--- config.mk ---
export PLATFORM = sky130hd
export DESIGN_NAME = hkm_ctrl
export DESIGN_NICKNAME = d
export VERILOG_FILES = /design/src/sv/hkm_pkg.sv /design/src/sv/hkm_ctrl.sv
export SDC_FILE = /design/constraint.sdc
export NUM_CORES = 1
export LEC_CHECK = 0
export ABC_AREA = 1
export ABC_CLOCK_PERIOD_IN_PS = 1350
export BUFFER_PORTS_ARGS = -buffer_cell sky130_fd_sc_hd__buf_4
export CAP_MARGIN = 20
export CORE_UTILIZATION = 46
export CTS_BUF_LIST = sky130_fd_sc_hd__clkbuf_4 sky130_fd_sc_hd__clkbuf_8
export CTS_CLUSTER_DIAMETER = 40
export DETAILED_ROUTE_END_ITERATION = 10
export GPL_ROUTABILITY_DRIVEN = 0
export PLACE_DENSITY_LB_ADDON = 0.05
export REMOVE_ABC_BUFFERS = 1
export SYNTH_ARGS = -nofsm -noshare
export SYNTH_HDL_FRONTEND = slang
export SYNTH_SLANG_ARGS = --single-unit
--- constraint.sdc ---
create_clock -name clk -period 1.35 [get_ports clk]
set_clock_uncertainty 0.15 [all_clocks]
set_input_delay 0.27 -clock clk [delete_from_list [all_inputs] [get_ports clk]]
set_output_delay 0.27 -clock clk [all_outputs]
set_load 0.01 [all_outputs]
--- src/sv/hkm_pkg.sv ---
`timescale 1ns / 1ps
package hkm_pkg;

	// default parameter values for the core
	localparam int HKM_MAX_ORDER    = 3;
	localparam int HKM_TABLE_DEPTH  = 8192;
	localparam int HKM_MIN_EXPONENT = -20;
	localparam int HKM_MAX_EXPONENT = 8;

	// fixed word field widths
	localparam int OPCODE_W = 1;
	localparam int INDEX_W  = 13;
	localparam int WORD_W   = 32;
	localparam int XBITS_W  = 32;
	localparam int FEAT_W   = 32;
	localparam int ORDER_W  = 2;

	localparam logic [ORDER_W-1:0] ORDER_RST = 2'd1;

	localparam logic [OPCODE_W-1:0] OP_WRITE = 1'b0;
	localparam logic [OPCODE_W-1:0] OP_EVAL  = 1'b1;

	// single precision layout
	localparam int FRAC_W   = 23;
	localparam int EXP_W    = 8;
	localparam int EXP_BIAS = 127;

	// result queue and the interpolation pipeline in front of it
	localparam int OUTQ_DEPTH = 8;
	localparam int OUTQ_PTR_W = 3;
	localparam int OUTQ_CNT_W = 4;

	typedef struct packed {
		logic wr_en;   // store a table word
		logic load;    // capture x of an evaluate word
		logic split;   // exponent checks, sub-octave product
		logic row;     // row numbers
		logic base;    // row base addresses
		logic issue;   // read one component pair
		logic last;    // the issued component closes the vector
	} hkm_cmd_t;

endpackage

--- src/sv/hkm_ctrl.sv ---
`timescale 1ns / 1ps
module hkm_ctrl import hkm_pkg::*; #(
	parameter int MAX_ORDER = HKM_MAX_ORDER,
	parameter int COMP_W    = $clog2(2 * HKM_MAX_ORDER + 1),
	parameter int OEFF_W    = $clog2(HKM_MAX_ORDER + 1)
) (
	input  logic                clk,
	input  logic                arst_n,
	input  logic                req_valid,
	input  logic [OPCODE_W-1:0] req_opcode,
	output logic                req_ready,
	input  logic [ORDER_W-1:0]  order,
	input  logic                credit_ok,
	output hkm_cmd_t            cmd,
	output logic [COMP_W-1:0]   comp,
	output logic [OEFF_W-1:0]   oeff
);

	localparam int DIM_W = $clog2(2 * MAX_ORDER + 2);

	typedef enum logic [4:0] {
		ST_IDLE  = 5'b00001,
		ST_SPLIT = 5'b00010,
		ST_ROW   = 5'b00100,
		ST_BASE  = 5'b01000,
		ST_ISSUE = 5'b10000
	} hkm_state_t;

	hkm_state_t          state_q;
	logic [COMP_W-1:0]   j_q;
	logic [OEFF_W-1:0]   oeff_q;
	logic [OEFF_W-1:0]   oeff_new;
	logic [DIM_W-1:0]    last_j;
	logic                accept;

	assign req_ready = (state_q == ST_IDLE);
	assign accept    = req_valid && req_ready;

	// clamp the order register to what the table layout supports
	assign oeff_new = (32'(order) > 32'(MAX_ORDER)) ? OEFF_W'(MAX_ORDER) : OEFF_W'(order);
	assign last_j   = DIM_W'({oeff_q, 1'b0});

	always_comb begin
		cmd       = '0;
		cmd.wr_en = accept && (req_opcode == OP_WRITE);
		cmd.load  = accept && (req_opcode == OP_EVAL);
		cmd.split = (state_q == ST_SPLIT);
		cmd.row   = (state_q == ST_ROW);
		cmd.base  = (state_q == ST_BASE);
		cmd.issue = (state_q == ST_ISSUE) && credit_ok;
		cmd.last  = (DIM_W'(j_q) == last_j);
	end

	assign comp = j_q;
	assign oeff = oeff_q;

	always_ff @(posedge clk or negedge arst_n) begin
		if (!arst_n) begin
			state_q <= ST_IDLE;
			j_q     <= '0;
			oeff_q  <= '0;
		end else begin
			case (state_q)
				ST_IDLE: begin
					if (cmd.load) begin
						oeff_q  <= oeff_new;
						j_q     <= '0;
						state_q <= ST_SPLIT;
					end
				end
				ST_SPLIT: state_q <= ST_ROW;
				ST_ROW:   state_q <= ST_BASE;
				ST_BASE:  state_q <= ST_ISSUE;
				ST_ISSUE: begin
					if (cmd.issue) begin
						if (cmd.last) begin
							j_q     <= '0;
							state_q <= ST_IDLE;
						end else begin
							j_q <= j_q + COMP_W'(1);
						end
					end
				end
				default: state_q <= ST_IDLE;
			endcase
		end
	end

endmodule

# ---- Word-level counts from Yosys, hierarchy flattened
# Index checks and enable logic that the tools add are counted.
dict set report totals {
  ramBits 0
  n_memories 0
  latch_bits 0
  output_inout_bits 13
  ff_bits 10
  romBits 0
  inputBits 7
  elab_cells 30
}
dict set report op_classes {
  shift 0
  eq_ne 9
  n_div 0
  add_sub_neg 1
  magnitude_cmp 0
  n_mux 8
  n_reduce_logical 8
  n_bitwise 1
  n_mul 0
}
# operator n
set ops {}
lappend ops {{case mux 5 bit (5 select lines)} 1}
lappend ops {{two-way mux 5 bit} 3}
lappend ops {{two-way mux 3 bit} 3}
lappend ops {{case mux 3 bit (2 select lines)} 1}
lappend ops {{AND reduction 3 bit} 2}
lappend ops {{equality test 5 x 1 -> 1 bit, second input constant} 1}
lappend ops {{equality test 5 x 2 -> 1 bit, second input constant} 1}
lappend ops {{equality test 5 x 3 -> 1 bit, second input constant} 1}
lappend ops {{equality test 5 x 4 -> 1 bit, second input constant} 1}
lappend ops {{equality test 5 bit, second input constant} 1}
lappend ops {{logical AND 1 bit} 4}
lappend ops {{inequality test 2 bit, second input constant} 2}
lappend ops {{adder 3 x 1 -> 3 bit, second input constant} 1}
lappend ops {{equality test 3 bit} 1}
lappend ops {{inequality test 2 x 1 -> 1 bit, second input constant} 1}
lappend ops {{AND reduction 2 bit} 1}
lappend ops {{nonzero test 2 bit} 1}
lappend ops {{NOT 1 bit} 1}

# ---- Longest topological paths before layout
# Gate-level depths: netlist of run 1.
dict set report depth {
  ltp_word 5
  mapped_depth 7
  ltp_nobuf 7
}

# ---- Least setup slack after synthesis of run 1
# Ideal clock, no wire load.
dict set report synth_path {
  path_type {register -> output}
  startpoint {register state_q[3]}
  endpoint {output cmd[6] (netlist name)}
  setup_slack_ns -0.038
  stages_incl_launch_ff 4
  arrival_time_ns 0.968
  n_path_buf 0
  t_required_ns 0.930
  path_cell_list {dfrtp_1 > nor2_4 > nand4_4 > nor3_1}
}
# item line_no
set synth_rtl {}
lappend synth_rtl {{from (decl)} hkm_ctrl.sv:29} ;# hkm_state_t state_q;
lappend synth_rtl {{from (signal assigned)} hkm_ctrl.sv:59} ;# state_q <= ST_IDLE;
lappend synth_rtl {{from (signal assigned)} hkm_ctrl.sv:68} ;# state_q <= ST_SPLIT;
lappend synth_rtl {{from (signal assigned)} hkm_ctrl.sv:71} ;# ST_SPLIT: state_q <= ST_ROW;
lappend synth_rtl {{to (decl)} hkm_ctrl.sv:14} ;# output hkm_cmd_t cmd,

==> metrics.md, run 1 <==
| Metric | Value |
|---|---|
| Synth-to-Final Area Change | `82.3%` |
| Arrival time worst endpoint | `1.37 ns` |
| Die X | `39.0 um` |
| Critical Path RT | `0.93 ns` |
| Commonest non-fill, non-tap cell in the layout | `buf_4` |
| Die Ht | `39.0 um` |
| Filler Cell Count | `23` |
| Number of vias per cell | `5.98` |
| CTS tree | `yes` |
| VDD IR-drop max | `1.59 mV` |
| Status | `finished, violations left` |
| Number of diodes | `0` |
| RSZ-0062 raised after global routing | `true` |
| CP Capture Type | `output port` |
| Final period util | `1.32` |
| Clk pin slew, worst setup/hold paths | `0.08 ns` |
| Skew-Pair Late Insertion Delay | `0.28 ns` |
| NetSw | `941 uW` |
| Die ar. | `1520 um2` |
| Xor-xnor portion of the synthesized cell area | `0.0139` |
| Mapped Cells | `79` |
| Combinational family with the most area after synthesis | `simple AND/OR/NAND/NOR gates` |
| Placed Instance Area | `858 um2` |
| Drt total wl | `2910 um` |
| IO Pins | `20` |
| Maxcap violations | `0` |
| Netlist Area Pre-Place | `631 um2` |
| Nets@finish | `134` |
| Synth Area in Compound Gates | `0.0794` |
| Multiplexer share of the synthesized area | `0` |
| Initial core utilization | `0.532` |
| CTS root buffer | `clkbuf_4` |
| CP max FO | `4` |
| Mean routed wirelength per cell | `20.9 um` |
| Core Area | `1190 um2` |
| Drt pass-1 iters | `4` |
| Antenna violations before repair | `0` |
| Total GRT Usage | `0.359` |
| # DRC | `0` |
| Setup WS post-layout | `-0.436 ns` |
| F_max | `560 MHz` |
| WS Path Type | `flop to output port` |
| Post-layout min period | `1.79 ns` |
| Share of cells above drive strength 1 | `0.656` |
| FP Rows | `12` |
| Antenna Nets Post-Route | `0` |
| Worst slew pin tran | `0.242 ns` |
| Vias in the first global route | `755` |
| IO Port Bufs | `19` |
| Final setup viols | `18` |
| Total clock sinks | `10` |
| Finished Cell Area | `1150 um2` |
| Sequential power share | `0.208` |
| First-pass GRT wire length | `3420 um` |
| Combinational share of power | `0.656` |
| FF+latch count, synth | `10` |
| Fin Hold WS | `0.0722 ns` |
| Clk buf depth | `2` |
| Warnings, synthesis | `0` |
| Pleak | `0.000582 uW` |
| Seq/Total Area, Yosys | `0.399` |
| Synth cell types | `21` |
| Worst hold path type | `input pin to flop` |
| Post-synthesis simple-gate area fraction | `0.399` |
| Syn avg cell area | `7.98 um2` |
| Drt initial violations | `34` |
| Worst rel slew slack | `0.838` |
| Via count | `831` |
| Clk pwr share | `0.136` |
| Slew Limit Fails | `0` |
| Net Sw Frac | `0.437` |
| Startpoint Class | `flop` |
| H-tree depth | `1` |
| Final Hold Violating Endpoints | `0` |
| Largest net degree at the start of global routing | `11` |
| Failing checks | `setup timing` |
| Post-synthesis adder-cell area fraction | `0.0198` |
| Int Power | `1210 uW` |
| Power Dens Cells | `1870 nW/um2` |
| Detailed Place HPWL | `1090 um` |
| Overflow after GRT | `0` |
| CTS Buf Count | `3` |
| Most frequent cells in the layout | `buf_4 (23), buf_6 (18), nand2_1 (11)` |
final cells by class:
type | instances | area, um2 | share of cell area
flip-flops and latches | 10 | 251 | 0.219
repair buffers | 42 | 385 | 0.335
multi-input cells | 54 | 400 | 0.348
well taps | 14 | 17.5 | 0.0152
clock buffers | 4 | 36.3 | 0.0316
inverters | 15 | 58.8 | 0.0511
power groups by stage:
stage | combinational [uW] | sequential, uW | clock (uW)
floorplan | 435 | 436 | 0
global placement | 742 | 419 | 0
detailed placement | 758 | 423 | 0
CTS | 1080 | 416 | 287
global route | 1480 | 451 | 307
finish | 1410 | 449 | 292
worst max-delay path, cell delays in order (launching register included):
cell and delay, ns:
dfstp_2 0.61, nand4_4 0.17, nor3_2 0.17, buf_4 0.15
cells in the mapped netlist:
master    number  area, um2
ha_1           1       12.5
nor2_1         8       30.0
xor2_1         1       8.76
o21ai_1        1       5.00
nand3b_1       1       7.51
nand3_1        5       25.0
nand2_2        2       12.5
o21ai_0        2       10.0
nand2_4        1       11.3
nand4_4        1       21.3
nor3_1         2       10.0
nand4_1        1       6.26
dfstp_2        1       26.3
inv_2          1       3.75
nor3_4         1       16.3
or2_1          1       6.26
nand2_1       19       71.3
nor2_4         3       33.8
o21ai_2        4       35.0
dfrtp_1        9        225
inv_1         14       52.6
state kept, by name, summed over array words and instances, names as in the netlist:
signal,flops
comp,3
oeff,2
state_q,5
what timing repair did:
action,in CTS,in global routing
hold buffers,1,0
resized for setup,18,33
setup endpoints to repair,14,18
pin swaps,9,11
buffers inserted,14,6
hold endpoints to repair,10,0
layer usage:
metal | global-route usage | vias to the layer above | part of all wire
li1 | - | 341 | -
met1 | 0.371 | 384 | 0.35
met2 | 0.642 | 74 | 0.48
met3 | 0.110 | 32 | 0.085
met4 | 0.181 | 0 | 0.082
met5 | 0 | - | 0
path summary, 6_finish.rpt:
kind,to,slack (ns),startpoint,cells past startpoint
min reg2reg,comp[0],0.46,comp[0],2
max reg2reg,comp[2],-0.31,state_q[2],9
min in group asynchronous,comp[2],0.20,arst_n,2
max in group asynchronous,state_q[0],0.62,arst_n,2
max,cmd[6],-0.44,state_q[0],3
min,oeff[0],0.07,order[0],3
logic make-up after synthesis:
family / Yosys count
compound gates: 7
fa+ha+maj: 1
flops: 10
buf+inv: 15
xor+xnor: 1
simple gates: 45
stage by stage:
step / power, uW / setup WS (ns) / instances / utilization / setup TNS, ns
2_1_floorplan: 871 / -0.0380 / 79 / - / -0.0380
3_3_place_gp: 1160 / -0.0912 / 121 / 0.724 / -0.575
3_5_place_dp: 1180 / -0.122 / 121 / 0.724 / -0.790
4_1_cts: 1780 / -0.393 / 139 / 0.892 / -3.48
5_1_grt: 2240 / -0.490 / 139 / 0.969 / -5.69
6_report: 2150 / -0.436 / 139 / 0.969 / -4.89
No activity file was read; power rests on OpenSTA's default activity.
==> run 2, diff against run 1 <==
- RECOVER_POWER: not set -> 100
==> metrics.md, run 2 (synthesis gave the netlist of run 1 again) <==
| Metric | Value |
|---|---|
| Status | `finished, violations left` |
| Failing checks | `setup timing` |
| Arrival time worst endpoint | `1.37 ns` |
| Share of cells above drive strength 1 | `0.648` |
| Commonest non-fill, non-tap cell in the layout | `buf_4` |
| Number of diodes | `0` |
| Via count | `831` |
| Worst rel slew slack | `0.591` |
| Largest net degree at the start of global routing | `11` |
| Setup tns final | `-4.90 ns` |
| IO Port Bufs | `19` |
| Pleak | `0.000578 uW` |
| Setup WS post-layout | `-0.436 ns` |
| H-tree depth | `1` |
| Final core utilization | `0.966` |
| Worst slack, placed | `-0.122 ns` |
| Nets@finish | `134` |
| WS Path Type | `flop to output port` |
| # DRC | `0` |
| CTS Buf Count | `3` |
| Initial core utilization | `0.532` |
| Biggest register | `state_q` |
| F_max | `560 MHz` |
| Antenna violations before repair | `0` |
| Core Area | `1190 um2` |
| Skew-Pair Late Insertion Delay | `0.28 ns` |
| Slew Limit Fails | `0` |
| Slowest cell on crit path | `dfstp_2` |
| Final period util | `1.32` |
| IO Pins | `20` |
| First-pass GRT wire length | `3420 um` |
| RSZ-0062 raised after global routing | `true` |
| Drt initial violations | `34` |
| Filler Cell Count | `23` |
| Max reg flops | `5` |
| Drt total wl | `2900 um` |
| FP Rows | `12` |
| Startpoint Class | `flop` |
| Detailed Place HPWL | `1090 um` |
| Worst hold path type | `input pin to flop` |
| CTS tree | `yes` |
| Final Hold Violating Endpoints | `0` |
| Clk buf depth | `2` |
| Vias in the first global route | `755` |
| Power Dens Cells | `1880 nW/um2` |
| Die X | `39.0 um` |
| Critical Path RT | `0.93 ns` |
| R2R cell count | `9` |
| Max incr delay on CP | `0.61 ns` |
| Antenna Nets Post-Route | `0` |
| VDD IR-drop max | `1.59 mV` |
| Most frequent cells in the layout | `buf_4 (22), buf_6 (18), nand2_1 (11)` |
| Overflow after GRT | `0` |
| Synth-to-Final Area Change | `81.7%` |
| CP Capture Type | `output port` |
| Maxcap violations | `0` |
| Die ar. | `1520 um2` |
| Final setup viols | `18` |
| Clk pin slew, worst setup/hold paths | `0.08 ns` |
| Worst slew pin tran | `0.613 ns` |
| Total clock sinks | `10` |
| Crit-path cells | `nand4_4 > nor3_2 > buf_4` |
| Number of vias per cell | `5.98` |
| CTS root buffer | `clkbuf_4` |
| Total GRT Usage | `0.359` |
| Mean routed wirelength per cell | `20.9 um` |
| Post-layout min period | `1.79 ns` |
| Worst hold path depth | `3` |
| Drt pass-1 iters | `4` |
| Die Ht | `39.0 um` |
| CP max FO | `4` |
run 2: cell types whose count changed in the layout (fill, tap and decap cells not counted), sizes merged:
| cell | before | now |
|---|---|---|
| clkbuf | 4 | 5 |
| buf | 41 | 40 |
run 2: final cells by class:
type | instances | area [um2] | share of cell area
Inverter | 15 | 58.8 | 0.0513
Sequential cell | 10 | 251 | 0.219
Multi-Input combinational cell | 54 | 400 | 0.349
Timing Repair Buffer | 42 | 382 | 0.333
Clock buffer | 4 | 36.3 | 0.0317
Tap cell | 14 | 17.5 | 0.0153
run 2: what timing repair did:
action                                  CTS  global route
pin swaps                                 9            11
resized for setup                        18            33
setup buffers                            14             6
endpoints found under the setup margin   14            18
gates cloned                              0             0
endpoints found under the hold margin    10             0
hold buffers                              1             0
run 2: stage by stage:
stage / instances / hold WS, ns / power, uW / area, um2
finish: 139 / 0.0722 / 2150 / 1150
detailed placement: 121 / -0.0401 / 1180 / 858
CTS: 139 / 0.0481 / 1780 / 1060
global placement: 121 / -0.0378 / 1160 / 858
floorplan: 79 / -0.176 / 871 / 631
global route: 139 / 0.0714 / 2240 / 1150
run 2: final timing paths:
path	start	end	slack [ns]
worst max-delay path	state_q[0]	cmd[6]	-0.44
worst min-delay path	order[0]	oeff[0]	0.07
worst max register to register	state_q[2]	comp[2]	-0.31
worst min register to register	comp[0]	comp[0]	0.46
max in group asynchronous	arst_n	state_q[2]	0.30
min in group asynchronous	arst_n	comp[2]	0.36
run 2: critical path: cells and delay by family (launching register included):
family | cells | cell delay (ns)
flops | 1 | 0.61
buf+inv | 1 | 0.15
simple gates | 2 | 0.34
run 2: power breakdown:
group	internal [uW]	leakage, uW	switching, uW
Combinational	681	0.000425	732
Sequential	367	0.000132	81.9
Clock	164	0.0000210	128
run 2: metal layers:
| layer | GRT usage | up-vias | wire length [um] |
|---|---|---|---|
| met1 | 0.371 | 384 | 1020 |
| met3 | 0.110 | 32 | 252 |
| met2 | 0.642 | 74 | 1390 |
| met4 | 0.181 | 0 | 235 |
| met5 | 0 | - | 0 |
| li1 | - | 341 | - |
==> run 3, diff against run 2 <==
- CORE_ASPECT_RATIO: not set -> 1.2
- CORE_UTILIZATION: 46 -> 32
==> metrics.md, run 3 (synthesis gave the netlist of run 1 again) <==
| Metric | Value |
|---|---|
| Mean routed wirelength per cell | `11.6 um` |
| Crit-path cells | `buf_4 > buf_6 > inv_1 > nand3_2 > nor2_4 > buf_6` |
| Slew Limit Fails | `0` |
| Hold Path Sink | `oeff[1]` |
| Slowest cell on crit path | `dfrtp_1` |
| Start point of the worst hold path | `order[1]` |
| FP Rows | `17` |
| Number of diodes | `0` |
| Total power | `1860 uW` |
| Total clock sinks | `10` |
| Share of cells above drive strength 1 | `0.626` |
| Pleak | `0.000592 uW` |
| VDD IR-drop max | `0.875 mV` |
| Clk buf depth | `2` |
| CTS Buf Count | `3` |
| Final Hold Violating Endpoints | `0` |
| Fin Hold WS | `0.0514 ns` |
| Drt pass-1 iters | `2` |
| Die ar. | `2150 um2` |
| Max reg flops | `5` |
| Core Area | `1850 um2` |
| Worst hold path type | `input pin to flop` |
| Arrival time worst endpoint | `1.32 ns` |
| Biggest register | `state_q` |
| Placed cell count | `128` |
| R2R cell count | `9` |
| Startpoint Class | `flop` |
| # DRC | `0` |
| Post-Layout Cell Count | `150` |
| Worst slew pin tran | `0.601 ns` |
| Vias in the first global route | `632` |
| Nets@finish | `140` |
| Total GRT Usage | `0.168` |
| Worst R2R Start | `state_q[2]` |
| Detailed Place HPWL | `1160 um` |
| Final period util | `1.29` |
| Die X | `42.5 um` |
| Antenna violations before repair | `0` |
| WP buf/inv | `4` |
| IO Pins | `20` |
| Power Dens Cells | `1620 nW/um2` |
| CP max FO | `3` |
| Most frequent cells in the layout | `buf_4 (33), nand2_1 (13), buf_6 (12)` |
| Failing checks | `setup timing` |
| Worst hold path depth | `3` |
| Final setup viols | `16` |
| WS Path Type | `flop to output port` |
| CTS tree | `yes` |
| Antenna Nets Post-Route | `0` |
| Synth-to-Final Area Change | `82.7%` |
| Die Ht | `50.6 um` |
| Via count | `680` |
| Reg-to-reg slack, setup | `-0.20 ns` |
| Critical Path RT | `0.93 ns` |
| Drt initial violations | `5` |
| Setup tns final | `-3.69 ns` |
| Largest net degree at the start of global routing | `11` |
| Number of vias per cell | `4.53` |
| IO Port Bufs | `19` |
| CP Capture Type | `output port` |
| Setup WS post-layout | `-0.387 ns` |
| Overflow after GRT | `0` |
| Clk pin slew, worst setup/hold paths | `0.07 ns` |
| Crit-path most repeated cell | `buf_6` |
| Commonest non-fill, non-tap cell in the layout | `buf_4` |
| Worst rel slew slack | `0.599` |
| Max incr delay on CP | `0.41 ns` |
| Skew-Pair Late Insertion Delay | `0.27 ns` |
| Initial core utilization | `0.341` |
| Status | `finished, violations left` |
| Maxcap violations | `0` |
| First-pass GRT wire length | `2700 um` |
| Drt total wl | `1740 um` |
| Worst slack, placed | `-0.117 ns` |
| Reg2Reg Capture Point | `comp[1]` |
| Post-layout min period | `1.74 ns` |
| Worst path top cell family by delay | `buffers and inverters` |
| F_max | `576 MHz` |
| H-tree depth | `1` |
| RSZ-0062 raised after global routing | `true` |
| CTS root buffer | `clkbuf_4` |
-- run 3: final cells by class --
cell class	count	area, um2
flip-flops and latches	10	251
inverters	15	58.8
clock buffers	4	36.3
repair buffers	48	400
fillers	168	698
well taps	19	23.8
multi-input cells	54	382
-- run 3: per-stage QoR --
step | area [um2] | util
final | 1150 | 0.623
after global routing | 1150 | 0.623
after CTS | 1040 | 0.561
after detailed placement | 880 | 0.475
after global placement | 880 | 0.475
after floorplan | 631 | -
-- run 3: worst max-delay path by stage --
stage	start	end	slack [ns]	cells after the start
final	state_q[2]	cmd[2]	-0.39	6
after floorplan	state_q[3]	cmd[6]	-0.04	3
after global placement	state_q[3]	cmd[6]	-0.08	4
after detailed placement	state_q[3]	cmd[6]	-0.12	4
after global routing	state_q[2]	cmd[2]	-0.46	6
after CTS	state_q[2]	cmd[5]	-0.37	4
-- run 3: repair_timing --
action / CTS / global route
hold endpoints to repair: 10 / 0
setup buffers: 10 / 9
pin swaps: 6 / 7
resized for setup: 16 / 22
setup endpoints to repair: 16 / 17
hold buffers: 1 / 0
-- run 3: worst register-to-register path: stages, from the launching register on --
cell	delay [ns]
dfrtp_1	0.41
nor2_4	0.19
buf_4	0.14
nand2_2	0.05
nor2_4	0.10
buf_4	0.12
o21ai_2	0.07
nand2_4	0.13
nand2_1	0.08
o21ai_2	0.05
-- run 3: per-layer routing --
| layer | global-route usage | vias up | share of wire |
|---|---|---|---|
| met1 | 0.193 | 314 | 0.39 |
| met2 | 0.303 | 11 | 0.56 |
| met5 | 0 | - | 0 |
| li1 | - | 351 | - |
| met3 | 0.0216 | 4 | 0.025 |
| met4 | 0.0781 | 0 | 0.016 |
-- run 3: report_power, final --
group / switching (uW) / internal, uW
combinational: 545 / 608
clock: 111 / 164
sequential: 68.2 / 367
